`src/rtl/core/oscts_pkg.sv`:
```
// Shared types and constants for the oscillator trim search block.
`timescale 1ns / 1ps
`default_nettype none

package oscts_pkg;

    localparam int unsigned LenW  = 14;
    localparam int unsigned TrimW = 8;
    localparam int unsigned StepW = 7;

    localparam logic [LenW-1:0]  DevInit     = 14'd9999;
    localparam logic [LenW-1:0]  DevMax      = 14'd16383;
    localparam logic [LenW-1:0]  TargetReset = 14'd1827;
    localparam logic [StepW-1:0] FirstStep   = 7'd64;
    localparam logic [TrimW-1:0] HighBase    = 8'd128;

    // One measurement item.
    typedef struct packed {
        logic            start_req;
        logic [LenW-1:0] measured_length;
    } item_t;

    // One result item.
    typedef struct packed {
        logic [TrimW-1:0] trim_value;
        logic             done_res;
        logic [LenW-1:0]  best_deviation;
    } result_t;

    // Architectural state of the search.
    typedef struct packed {
        logic             busy;
        logic             region_high;
        logic [StepW-1:0] step_size;
        logic [TrimW-1:0] trial_trim;
        logic [TrimW-1:0] best_trim;
        logic [LenW-1:0]  best_dev;
    } search_t;

    // Status that the result queue reports to the input stage.
    typedef struct packed {
        logic full;
        logic empty;
    } queue_status_t;

endpackage

`default_nettype wire

```
`src/rtl/core/oscillator_trim_search.sv`:
```
// Top level of the oscillator trim search: input stage, search unit and result queue.
`timescale 1ns / 1ps
`default_nettype none

// The block calibrates an 8-bit oscillator trim by successive approximation against
// a measured frame length. A transfer with start_req set begins a search and returns
// trial 64; each later measurement moves the trial up when the length is below
// target_length and down otherwise, by a step that halves from 32 to 1, first over
// trims 1-127 and then over 129-255. The trial with the strictly smallest absolute
// deviation is kept, and after fourteen measurements the best trim comes back with
// done_res set. Measurements sent while no search runs return the best trim again.
// Every input transfer yields exactly one result transfer. The block accepts one
// item per cycle while item_stall is low. A taken item enters the input register,
// then passes through the search update, combinational logic between the input
// register and the two-entry result queue, into that queue. Input stall rises only
// when the input register holds an item and the queue holds two unread results.
// target_length must be written only while no item is in flight.

module oscillator_trim_search
    import oscts_pkg::*;
(
    input  wire logic            clk,
    input  wire logic            rst_n,
    input  wire logic            wr_en,
    input  wire logic [LenW-1:0] wr_data,
    input  wire logic            item_valid,
    output logic                 item_stall,
    input  wire item_t           item,
    output logic                 result_valid,
    input  wire logic            result_stall,
    output result_t              result
);

    logic [LenW-1:0] target_len_reg;
    item_t           item_reg;
    logic            item_valid_reg;
    logic            item_valid_next;
    logic            item_take;
    logic            stage_adv;
    queue_status_t   q_status;
    result_t         step_res;

    // The input register moves on whenever the queue has a free entry.
    assign stage_adv  = item_valid_reg && !q_status.full;
    assign item_stall = item_valid_reg && q_status.full;
    assign item_take  = item_valid && !item_stall;

    always_comb
    begin
        item_valid_next = item_valid_reg;
        if (item_take)
            item_valid_next = 1'b1;
        else if (stage_adv)
            item_valid_next = 1'b0;
    end

    always_ff @(posedge clk or negedge rst_n)
    begin
        if (!rst_n)
        begin
            item_valid_reg <= 1'b0;
            target_len_reg <= TargetReset;
        end
        else
        begin
            item_valid_reg <= item_valid_next;
            if (wr_en)
                target_len_reg <= wr_data;
        end
    end

    always_ff @(posedge clk)
    begin
        if (item_take)
            item_reg <= item;
    end

    // The search state updates exactly when its result enters the queue.
    oscts_search u_search (
        .clk     (clk),
        .rst_n   (rst_n),
        .step_en (stage_adv),
        .item_in (item_reg),
        .target  (target_len_reg),
        .res     (step_res)
    );

    oscts_outq u_outq (
        .clk       (clk),
        .rst_n     (rst_n),
        .push      (stage_adv),
        .push_data (step_res),
        .status    (q_status),
        .out_valid (result_valid),
        .out_stall (result_stall),
        .out_data  (result)
    );

endmodule

`default_nettype wire

```
`src/rtl/core/oscts_search.sv`:
```
// Search state registers and the combinational update for one measurement.
`timescale 1ns / 1ps
`default_nettype none

module oscts_search
    import oscts_pkg::*;
(
    input  wire logic            clk,
    input  wire logic            rst_n,
    input  wire logic            step_en,
    input  wire item_t           item_in,
    input  wire logic [LenW-1:0] target,
    output result_t              res
);

    search_t          st_reg;
    search_t          st_next;
    logic [LenW-1:0]  dev_raw;
    logic [LenW-1:0]  dev;
    logic [StepW-1:0] step_half;
    logic             below;

    always_comb
    begin
        below     = item_in.measured_length < target;
        dev_raw   = below ? (target - item_in.measured_length)
                          : (item_in.measured_length - target);
        dev       = (dev_raw > DevMax) ? DevMax : dev_raw;
        step_half = st_reg.step_size >> 1;
        st_next   = st_reg;
        res       = '0;

        if (item_in.start_req)
        begin
            st_next.busy        = 1'b1;
            st_next.region_high = 1'b0;
            st_next.step_size   = FirstStep;
            st_next.trial_trim  = {1'b0, FirstStep};
            st_next.best_trim   = '0;
            st_next.best_dev    = DevInit;
            res.trim_value      = {1'b0, FirstStep};
            res.done_res        = 1'b0;
        end
        else if (!st_reg.busy)
        begin
            res.trim_value = st_reg.best_trim;
            res.done_res   = 1'b1;
        end
        else
        begin
            if (dev < st_reg.best_dev)
            begin
                st_next.best_dev  = dev;
                st_next.best_trim = st_reg.trial_trim;
            end
            st_next.step_size = step_half;
            if (step_half == '0)
            begin
                if (!st_reg.region_high)
                begin
                    // Lower region exhausted: open the upper region.
                    st_next.region_high = 1'b1;
                    st_next.step_size   = FirstStep;
                    st_next.trial_trim  = HighBase + {1'b0, FirstStep};
                    res.trim_value      = HighBase + {1'b0, FirstStep};
                    res.done_res        = 1'b0;
                end
                else
                begin
                    st_next.busy   = 1'b0;
                    res.trim_value = st_next.best_trim;
                    res.done_res   = 1'b1;
                end
            end
            else
            begin
                if (below)
                    st_next.trial_trim = st_reg.trial_trim + {1'b0, step_half};
                else
                    st_next.trial_trim = st_reg.trial_trim - {1'b0, step_half};
                res.trim_value = st_next.trial_trim;
                res.done_res   = 1'b0;
            end
        end
        res.best_deviation = st_next.best_dev;
    end

    always_ff @(posedge clk or negedge rst_n)
    begin
        if (!rst_n)
        begin
            st_reg <= '{busy: 1'b0, region_high: 1'b0, step_size: '0,
                        trial_trim: '0, best_trim: '0, best_dev: DevInit};
        end
        else if (step_en)
        begin
            st_reg <= st_next;
        end
    end

endmodule

`default_nettype wire

```
`src/rtl/core/oscts_outq.sv`:
```
// Two-entry result queue that separates the search from the output stall.
`timescale 1ns / 1ps
`default_nettype none

module oscts_outq
    import oscts_pkg::*;
(
    input  wire logic    clk,
    input  wire logic    rst_n,
    input  wire logic    push,
    input  wire result_t push_data,
    output queue_status_t status,
    output logic         out_valid,
    input  wire logic    out_stall,
    output result_t      out_data
);

    result_t    entry_reg [2];
    logic [1:0] count_reg;
    logic [1:0] count_next;
    logic       wr_ptr_reg;
    logic       rd_ptr_reg;
    logic       pop;

    assign out_valid    = (count_reg != 2'd0);
    assign out_data     = entry_reg[rd_ptr_reg];
    assign pop          = out_valid && !out_stall;
    assign status.full  = (count_reg == 2'd2);
    assign status.empty = (count_reg == 2'd0);

    always_comb
    begin
        count_next = count_reg;
        if (push && !pop)
            count_next = count_reg + 2'd1;
        else if (pop && !push)
            count_next = count_reg - 2'd1;
    end

    always_ff @(posedge clk or negedge rst_n)
    begin
        if (!rst_n)
        begin
            count_reg  <= '0;
            wr_ptr_reg <= 1'b0;
            rd_ptr_reg <= 1'b0;
        end
        else
        begin
            count_reg <= count_next;
            if (push)
                wr_ptr_reg <= !wr_ptr_reg;
            if (pop)
                rd_ptr_reg <= !rd_ptr_reg;
        end
    end

    always_ff @(posedge clk)
    begin
        if (push)
            entry_reg[wr_ptr_reg] <= push_data;
    end

endmodule

`default_nettype wire

```
`config.mk`:
```
export PLATFORM = sky130hd
export DESIGN_NAME = oscillator_trim_search
export DESIGN_NICKNAME = d
export VERILOG_FILES = /design/src/rtl/core/oscts_pkg.sv /design/src/rtl/core/oscillator_trim_search.sv /design/src/rtl/core/oscts_search.sv /design/src/rtl/core/oscts_outq.sv
export SDC_FILE = /design/constraint.sdc
export NUM_CORES = 1
export LEC_CHECK = 0
export BUFFER_PORTS_ARGS = -buffer_cell sky130_fd_sc_hd__buf_2
export CAP_MARGIN = 20
export CORE_MARGIN = 1.5
export CORE_UTILIZATION = 36
export CTS_BUF_LIST = sky130_fd_sc_hd__clkbuf_4 sky130_fd_sc_hd__clkbuf_8
export DETAILED_ROUTE_END_ITERATION = 7
export HOLD_SLACK_MARGIN = 0.08
export PLACE_DENSITY_LB_ADDON = 0.12
export RECOVER_POWER = 100
export SKIP_CTS_REPAIR_TIMING = 1
export SYNTH_ARGS = -nofsm -noshare
export SYNTH_HDL_FRONTEND = slang
export SYNTH_SLANG_ARGS = --single-unit
```
`constraint.sdc`:
```
create_clock -name clk -period 10.4 [get_ports clk]
set_input_delay 1.04 -clock clk [delete_from_list [all_inputs] [get_ports clk]]
set_output_delay 1.04 -clock clk [all_outputs]
set_load 0.01 [all_outputs]
```
Word-level counts from Yosys, hierarchy flattened

Memories as Yosys holds them, arrays and structs flattened.
Cells that the tools add are included.
W data, S select, Z words.

Flip-flop bits (word level): 73
Latch bits: 0
Bits in writable memories: 46
Memory bits (read-only): 0
Input bits: 34
Output and inout port bits: 25
Memories: 1

Memories:

| memory           | words | bits a word | read ports | clocked after memory_dff | write ports | line             | text |
|---|---|---|---|---|---|---|---|
| u_outq.entry_reg | 2     | 23          | 1          | 0                        | 1           | oscts_outq.sv:18 | `result_t entry_reg [2];` |

$add $sub $neg: 6
$mul: 0
Divide/modulo/power cells: 0
Magnitude comparators: 3
Equality and inequality tests: 2
Shifts and indexed selects: 0
Mux-type cells: 20
Bitwise logic cells: 0
Reduce and logical (&&, ||, !) cells: 22

Operator list:

| operator               | count |
|---|---|
| $mux W39               | 2 |
| $mux W9                | 5 |
| $lt A14 B14 Y1         | 2 |
| $mux W14               | 2 |
| $sub A14 B14 Y14       | 2 |
| $mux W22               | 1 |
| $mux W8                | 2 |
| $mux W15               | 1 |
| $gt A14 B14 Y1 const B | 1 |
| $reduce_bool A2 Y1     | 5 |
| $add A8 B6 Y8          | 1 |
| $sub A8 B6 Y8          | 1 |
| $logic_not A1 Y1       | 7 |
| $logic_not A7 Y1       | 1 |
| $logic_and A1 B1 Y1    | 6 |
| $reduce_and A3 Y1      | 2 |
| $mux W1                | 5 |
| $mux W2                | 2 |
| $ne A3 B3 Y1 const B   | 1 |
| $add A2 B1 Y2 const B  | 1 |
| $eq A2 B2 Y1 const B   | 1 |
| $reduce_and A2 Y1      | 1 |
| $sub A2 B1 Y2 const B  | 1 |

Logic depth before layout (Yosys ltp)

Word-level depth: 10
Mapped depth: 22

Hierarchy

Synthesis repeated with hierarchy kept, for this count alone.

Cell total of the unflattened synthesis: 655
Area, all modules: 7220.7 um^2

By module, submodules not included:

| module                 | times used | cells each | area each (um^2) | sequential area each (um^2) |
|---|---|---|---|---|
| oscts_search           | 1          | 517        | 4225.3           | 960.9 |
| oscts_outq             | 1          | 89         | 1965.6           | 1481.4 |
| oscillator_trim_search | 1          | 49         | 1029.7           | 833.3 |

Worst setup path after synthesis

Ideal clock, no wire load.

Path kind: register -> register
Start point: reg target_len_reg[0]
End point: mem u_outq.entry_reg[0][8] (netlist bit), data pin
Setup time: 0.263 ns
Arrival time: 4.647 ns
Required time: 10.137 ns
Setup slack: 5.490 ns
Stages on the path, launching flop included: 22
Buffers on the path: 3
Cell sequence: dfstp_2 > ha_1 > inv_1 > fa_1 > a21oi_4 > o22ai_1 > a211o_1 > o32ai_4 > buf_6 > mux2i_1 > xor2_1 > inv_1 > ha_1 > a21o_1 > a21o_1 > a21oi_1 > o31a_1 > and3_1 > clkbuf_1 > clkbuf_1 > nor2_1 > a211o_1

RTL lines:

| element                | line                         | text |
|---|---|---|
| from (decl)            | oscillator_trim_search.sv:34 | `logic [LenW-1:0] target_len_reg;` |
| from (signal assigned) | oscillator_trim_search.sv:62 | `target_len_reg <= TargetReset;` |
| from (signal assigned) | oscillator_trim_search.sv:68 | `target_len_reg <= wr_data;` |
| to (decl)              | oscts_outq.sv:18             |  |

==> impl_results.md <==
- Mapped Nets: slightly below 800
- H-tree Lvls: 4
- Max Root-Sink Buffers: 2
- Dpl hpwl: 11,900 um
- Floorplan row count: 51
- Clock root buffer: clkbuf_8
- Cells after Synth: between 600 and 700
- Hold Path Class: flop to flop
- Register area share after synthesis: a little under half
- Ys flop type: edfxtp_1
- Netlist cell types: between 60 and 70
- Vias: about 5,300
- Slew @ Worst Pin: approximately 3.3 ns
- CP Data Required Time: 10.51 ns
- Finished Core Util: 40.8%
- Final Power: between 2 and 2.5 mW
- Post-Syn Area: 0.00711 mm^2
- Starting DRC count in detailed routing: 506
- Port Buf Inserts: 58
- Number of enable flip-flop cells after synthesis: 61
- WL final: roughly 17,000 um
- Share of cells above drive strength 1: between 10% and 20%
- Num Clock Sinks: approximately 120
- Asr flop ratio synth: just under 50%
- Synth area leaders: edfxtp_1 26%, dfrtp_1 15%, ha_1 8.6%, dfstp_2 5.2%, mux2_2 3.8%
- Final period demand of the worst path: 7.19 ns
- Clk_skew: between 0.01 and 0.015 ns
- Max stage delay on crit path: 1.01 ns
- R2R cell count: 18
- Initial Util: 36.7%
- Arrival time at the worst endpoint: 7.31 ns
- CP startpoint kind: flop
- Vias in the first global route: 5,429
- Fin nets: around 830
- DIE WIDTH: around 140 um
- Clk network pwr share: between 15 and 20%
- Seq pwr share: between 30% and 40%
- Post-synth top area share: approximately a quarter
- Hold path depth: 1
- Total CTS buffers: 17
- Period utilization: 69.2%
- Area delta synth->final: 11.3%
- RSZ-0062 raised after global routing: no
- Int Pwr: 1.37 mW
- First-pass DRT Iterations: 6
- Worst-path fanout max: 22
- Later-pin clock latency in the skew report: 0.44 ns
- Sw power: between 1 and 1.5 mW
- Pwr/cell area: between 300 and 400 mW/mm^2
- Synthesis Warnings: 0
- Gpl congestion: 0.875
- Vias/cell: slightly above 5
- Aggregate global routing overflow: 0
- Gr usage total: 17.3%
- Initial antenna violation count: 0
- Diode count: 0
- Num ports: slightly below 60
- DRT antenna net count: 0
- Largest net degree at the start of global routing: 58
- Die Area: about 0.021 mm^2
- Failing checks: max-capacitance violations, max-slew violations
- Wire per inst: between 15 and 20 um
- Combinational share of power: about half
- First-pass GRT wire length: ~28,000 um
- CP max-delay cell: a2111oi_0
- Status: finished with violations
- Max Slew Vio Count: between 50 and 60
- Crit path cell chain: ha_1, inv_1, fa_1, a21oi_1, o22ai_1, a211o_1, o32ai_1, clkbuf_1, mux2i_1, xor2_1, inv_1, ha_1, a21o_1, a21o_1, a21oi_1, o31a_1, nand3_1, a2111oi_0
- CTS clk-pin slew, worst paths: ~0.07 ns
- Cell taking the most area after synthesis: edfxtp_1
- CTS tree: built
- # setup viols final: 0
- Syn_area_per_cell: slightly above 10 um^2
- Critical path class: flop to flop
- Core area: 0.0194 mm^2
- Number of flip-flops under the largest register name: 46
- Peak VDD IR: ~0.10 mV
- Remaining DRCs: 0
- Die Ht: around 140 um
- F_max: 0.139 GHz
- Sum Neg Setup Slack: 0 ns
- P_leak: around 3.3 nW
- Crit end category: flop
- Synth Register Bits: approximately 120
- Max-slew headroom: -122%
- Max Cap Violations: 1
- Final hold vios: 0
- Net Sw Frac: a little over two fifths
-- kinds of logic (layout without fill, tap and decap cells) --
| group | count (synthesis) | in the layout | share of synthesized area, % |
|---|---|---|---|
| and+or+nand+nor | 174 | 174 | 11.6 |
| muxes | 34 | 34 | 5.31 |
| DFF | 118 | 118 | 46.1 |
| buffers and inverters | 99 | 162 | 5.58 |
| xor gates and xnor gates | 27 | 27 | 3.64 |
| AOI/OAI and AO/OA | 192 | 192 | 18.3 |
| adders and majority gates | 52 | 52 | 9.47 |
-- cell usage in the layout, fill, tap and decap left out, types with 7 or more instances in the layout --
master,n
a211oi_1,10
a21o_1,13
a21oi_1,32
a22oi_1,9
a2bb2oi_1,7
a31oi_1,12
and3_1,7
buf_2,34
clkbuf_1,31
clkbuf_8,18
dfrtp_1,43
dfstp_2,14
edfxtp_1,61
ha_1,49
inv_1,63
mux2_2,24
mux2i_1,8
nand2_1,58
nand3_1,12
nor2_1,38
nor2b_1,9
nor3_1,16
o21ai_0,54
o22ai_1,8
xnor2_1,14
xor2_1,10
-- power groups by stage --
| stage | Combinational [mW] | Sequential, mW | Clock [mW] |
|---|---|---|---|
| after floorplan | 0.965 | 0.750 | 0 |
| after global placement | 1.24 | 0.788 | 0 |
| after detailed placement | 1.26 | 0.795 | 0 |
| after CTS | 1.27 | 0.786 | 0.413 |
| final | 1.26 | 0.768 | 0.401 |
| after global routing | 1.42 | 0.786 | 0.435 |
-- critical path: cells and delay by family (launching register included) --
family                     cells  cell delay [ns]
adders and majority gates      3             0.83
xor gates and xnor gates       1             0.26
AOI/OAI and AO/OA              9             3.16
buffers and inverters          3             1.04
muxes                          1             0.32
DFF                            1             0.54
and+or+nand+nor                1             0.71
-- final timing paths --
check                                         startpoint  slack, ns                               end
max reg2reg                target_len_reg[0]$_DFFE_PN1P_       3.21  u_outq.entry_reg[0][4]$_DFFE_PP_
max in group asynchronous                          rst_n       6.70   u_search.st_reg[23]$_DFFE_PN0P_
min reg2reg                u_outq.rd_ptr_reg$_DFFE_PN0P_       0.48     u_outq.rd_ptr_reg$_DFFE_PN0P_
min in group asynchronous                          rst_n       1.82    target_len_reg[12]$_DFFE_PN0P_
min                        u_outq.rd_ptr_reg$_DFFE_PN0P_       0.48     u_outq.rd_ptr_reg$_DFFE_PN0P_
max                        target_len_reg[0]$_DFFE_PN1P_       3.21  u_outq.entry_reg[0][4]$_DFFE_PP_
-- final cells by class --
cell class	instances	area [um^2]
repair buffers	67	302
multi-input cells	479	3400
well taps	265	332
flip-flops and latches	118	3280
fillers	1995	11500
clock buffers	20	263
inverters	63	236
clock inverters	12	104
-- cells in the mapped netlist, drive strengths merged, types with 13 or more instances --
cell / count
mux2: 24
o21ai: 55
edfxtp: 61
nor2: 39
nor3: 16
nand2: 58
ha: 49
xnor2: 17
inv: 63
a21o: 13
clkbuf: 26
dfstp: 14
dfrtp: 43
a21oi: 33
-- per-stage QoR --
step	instance area [um^2]	hold WS, ns	worst slack [ns]	instances
floorplan	7110	0.460	5.49	696
global placement	7620	0.479	3.93	989
detailed placement	7620	0.484	3.75	989
CTS	7990	0.496	3.76	1021
global route	7920	0.518	2.72	1024
finish	7920	0.478	3.21	1024
-- per-layer routing --
metal | global-route usage (%) | vias to the layer above | part of all wire (%)
met1 | 24.8 | 2540 | 52
met2 | 26.2 | 139 | 43
met3 | 3.23 | 10 | 4.5
met5 | 0 | - | 0
li1 | - | 2611 | -
met4 | 5.42 | 0 | 0.80
No activity file was read; power rests on OpenSTA's default activity.
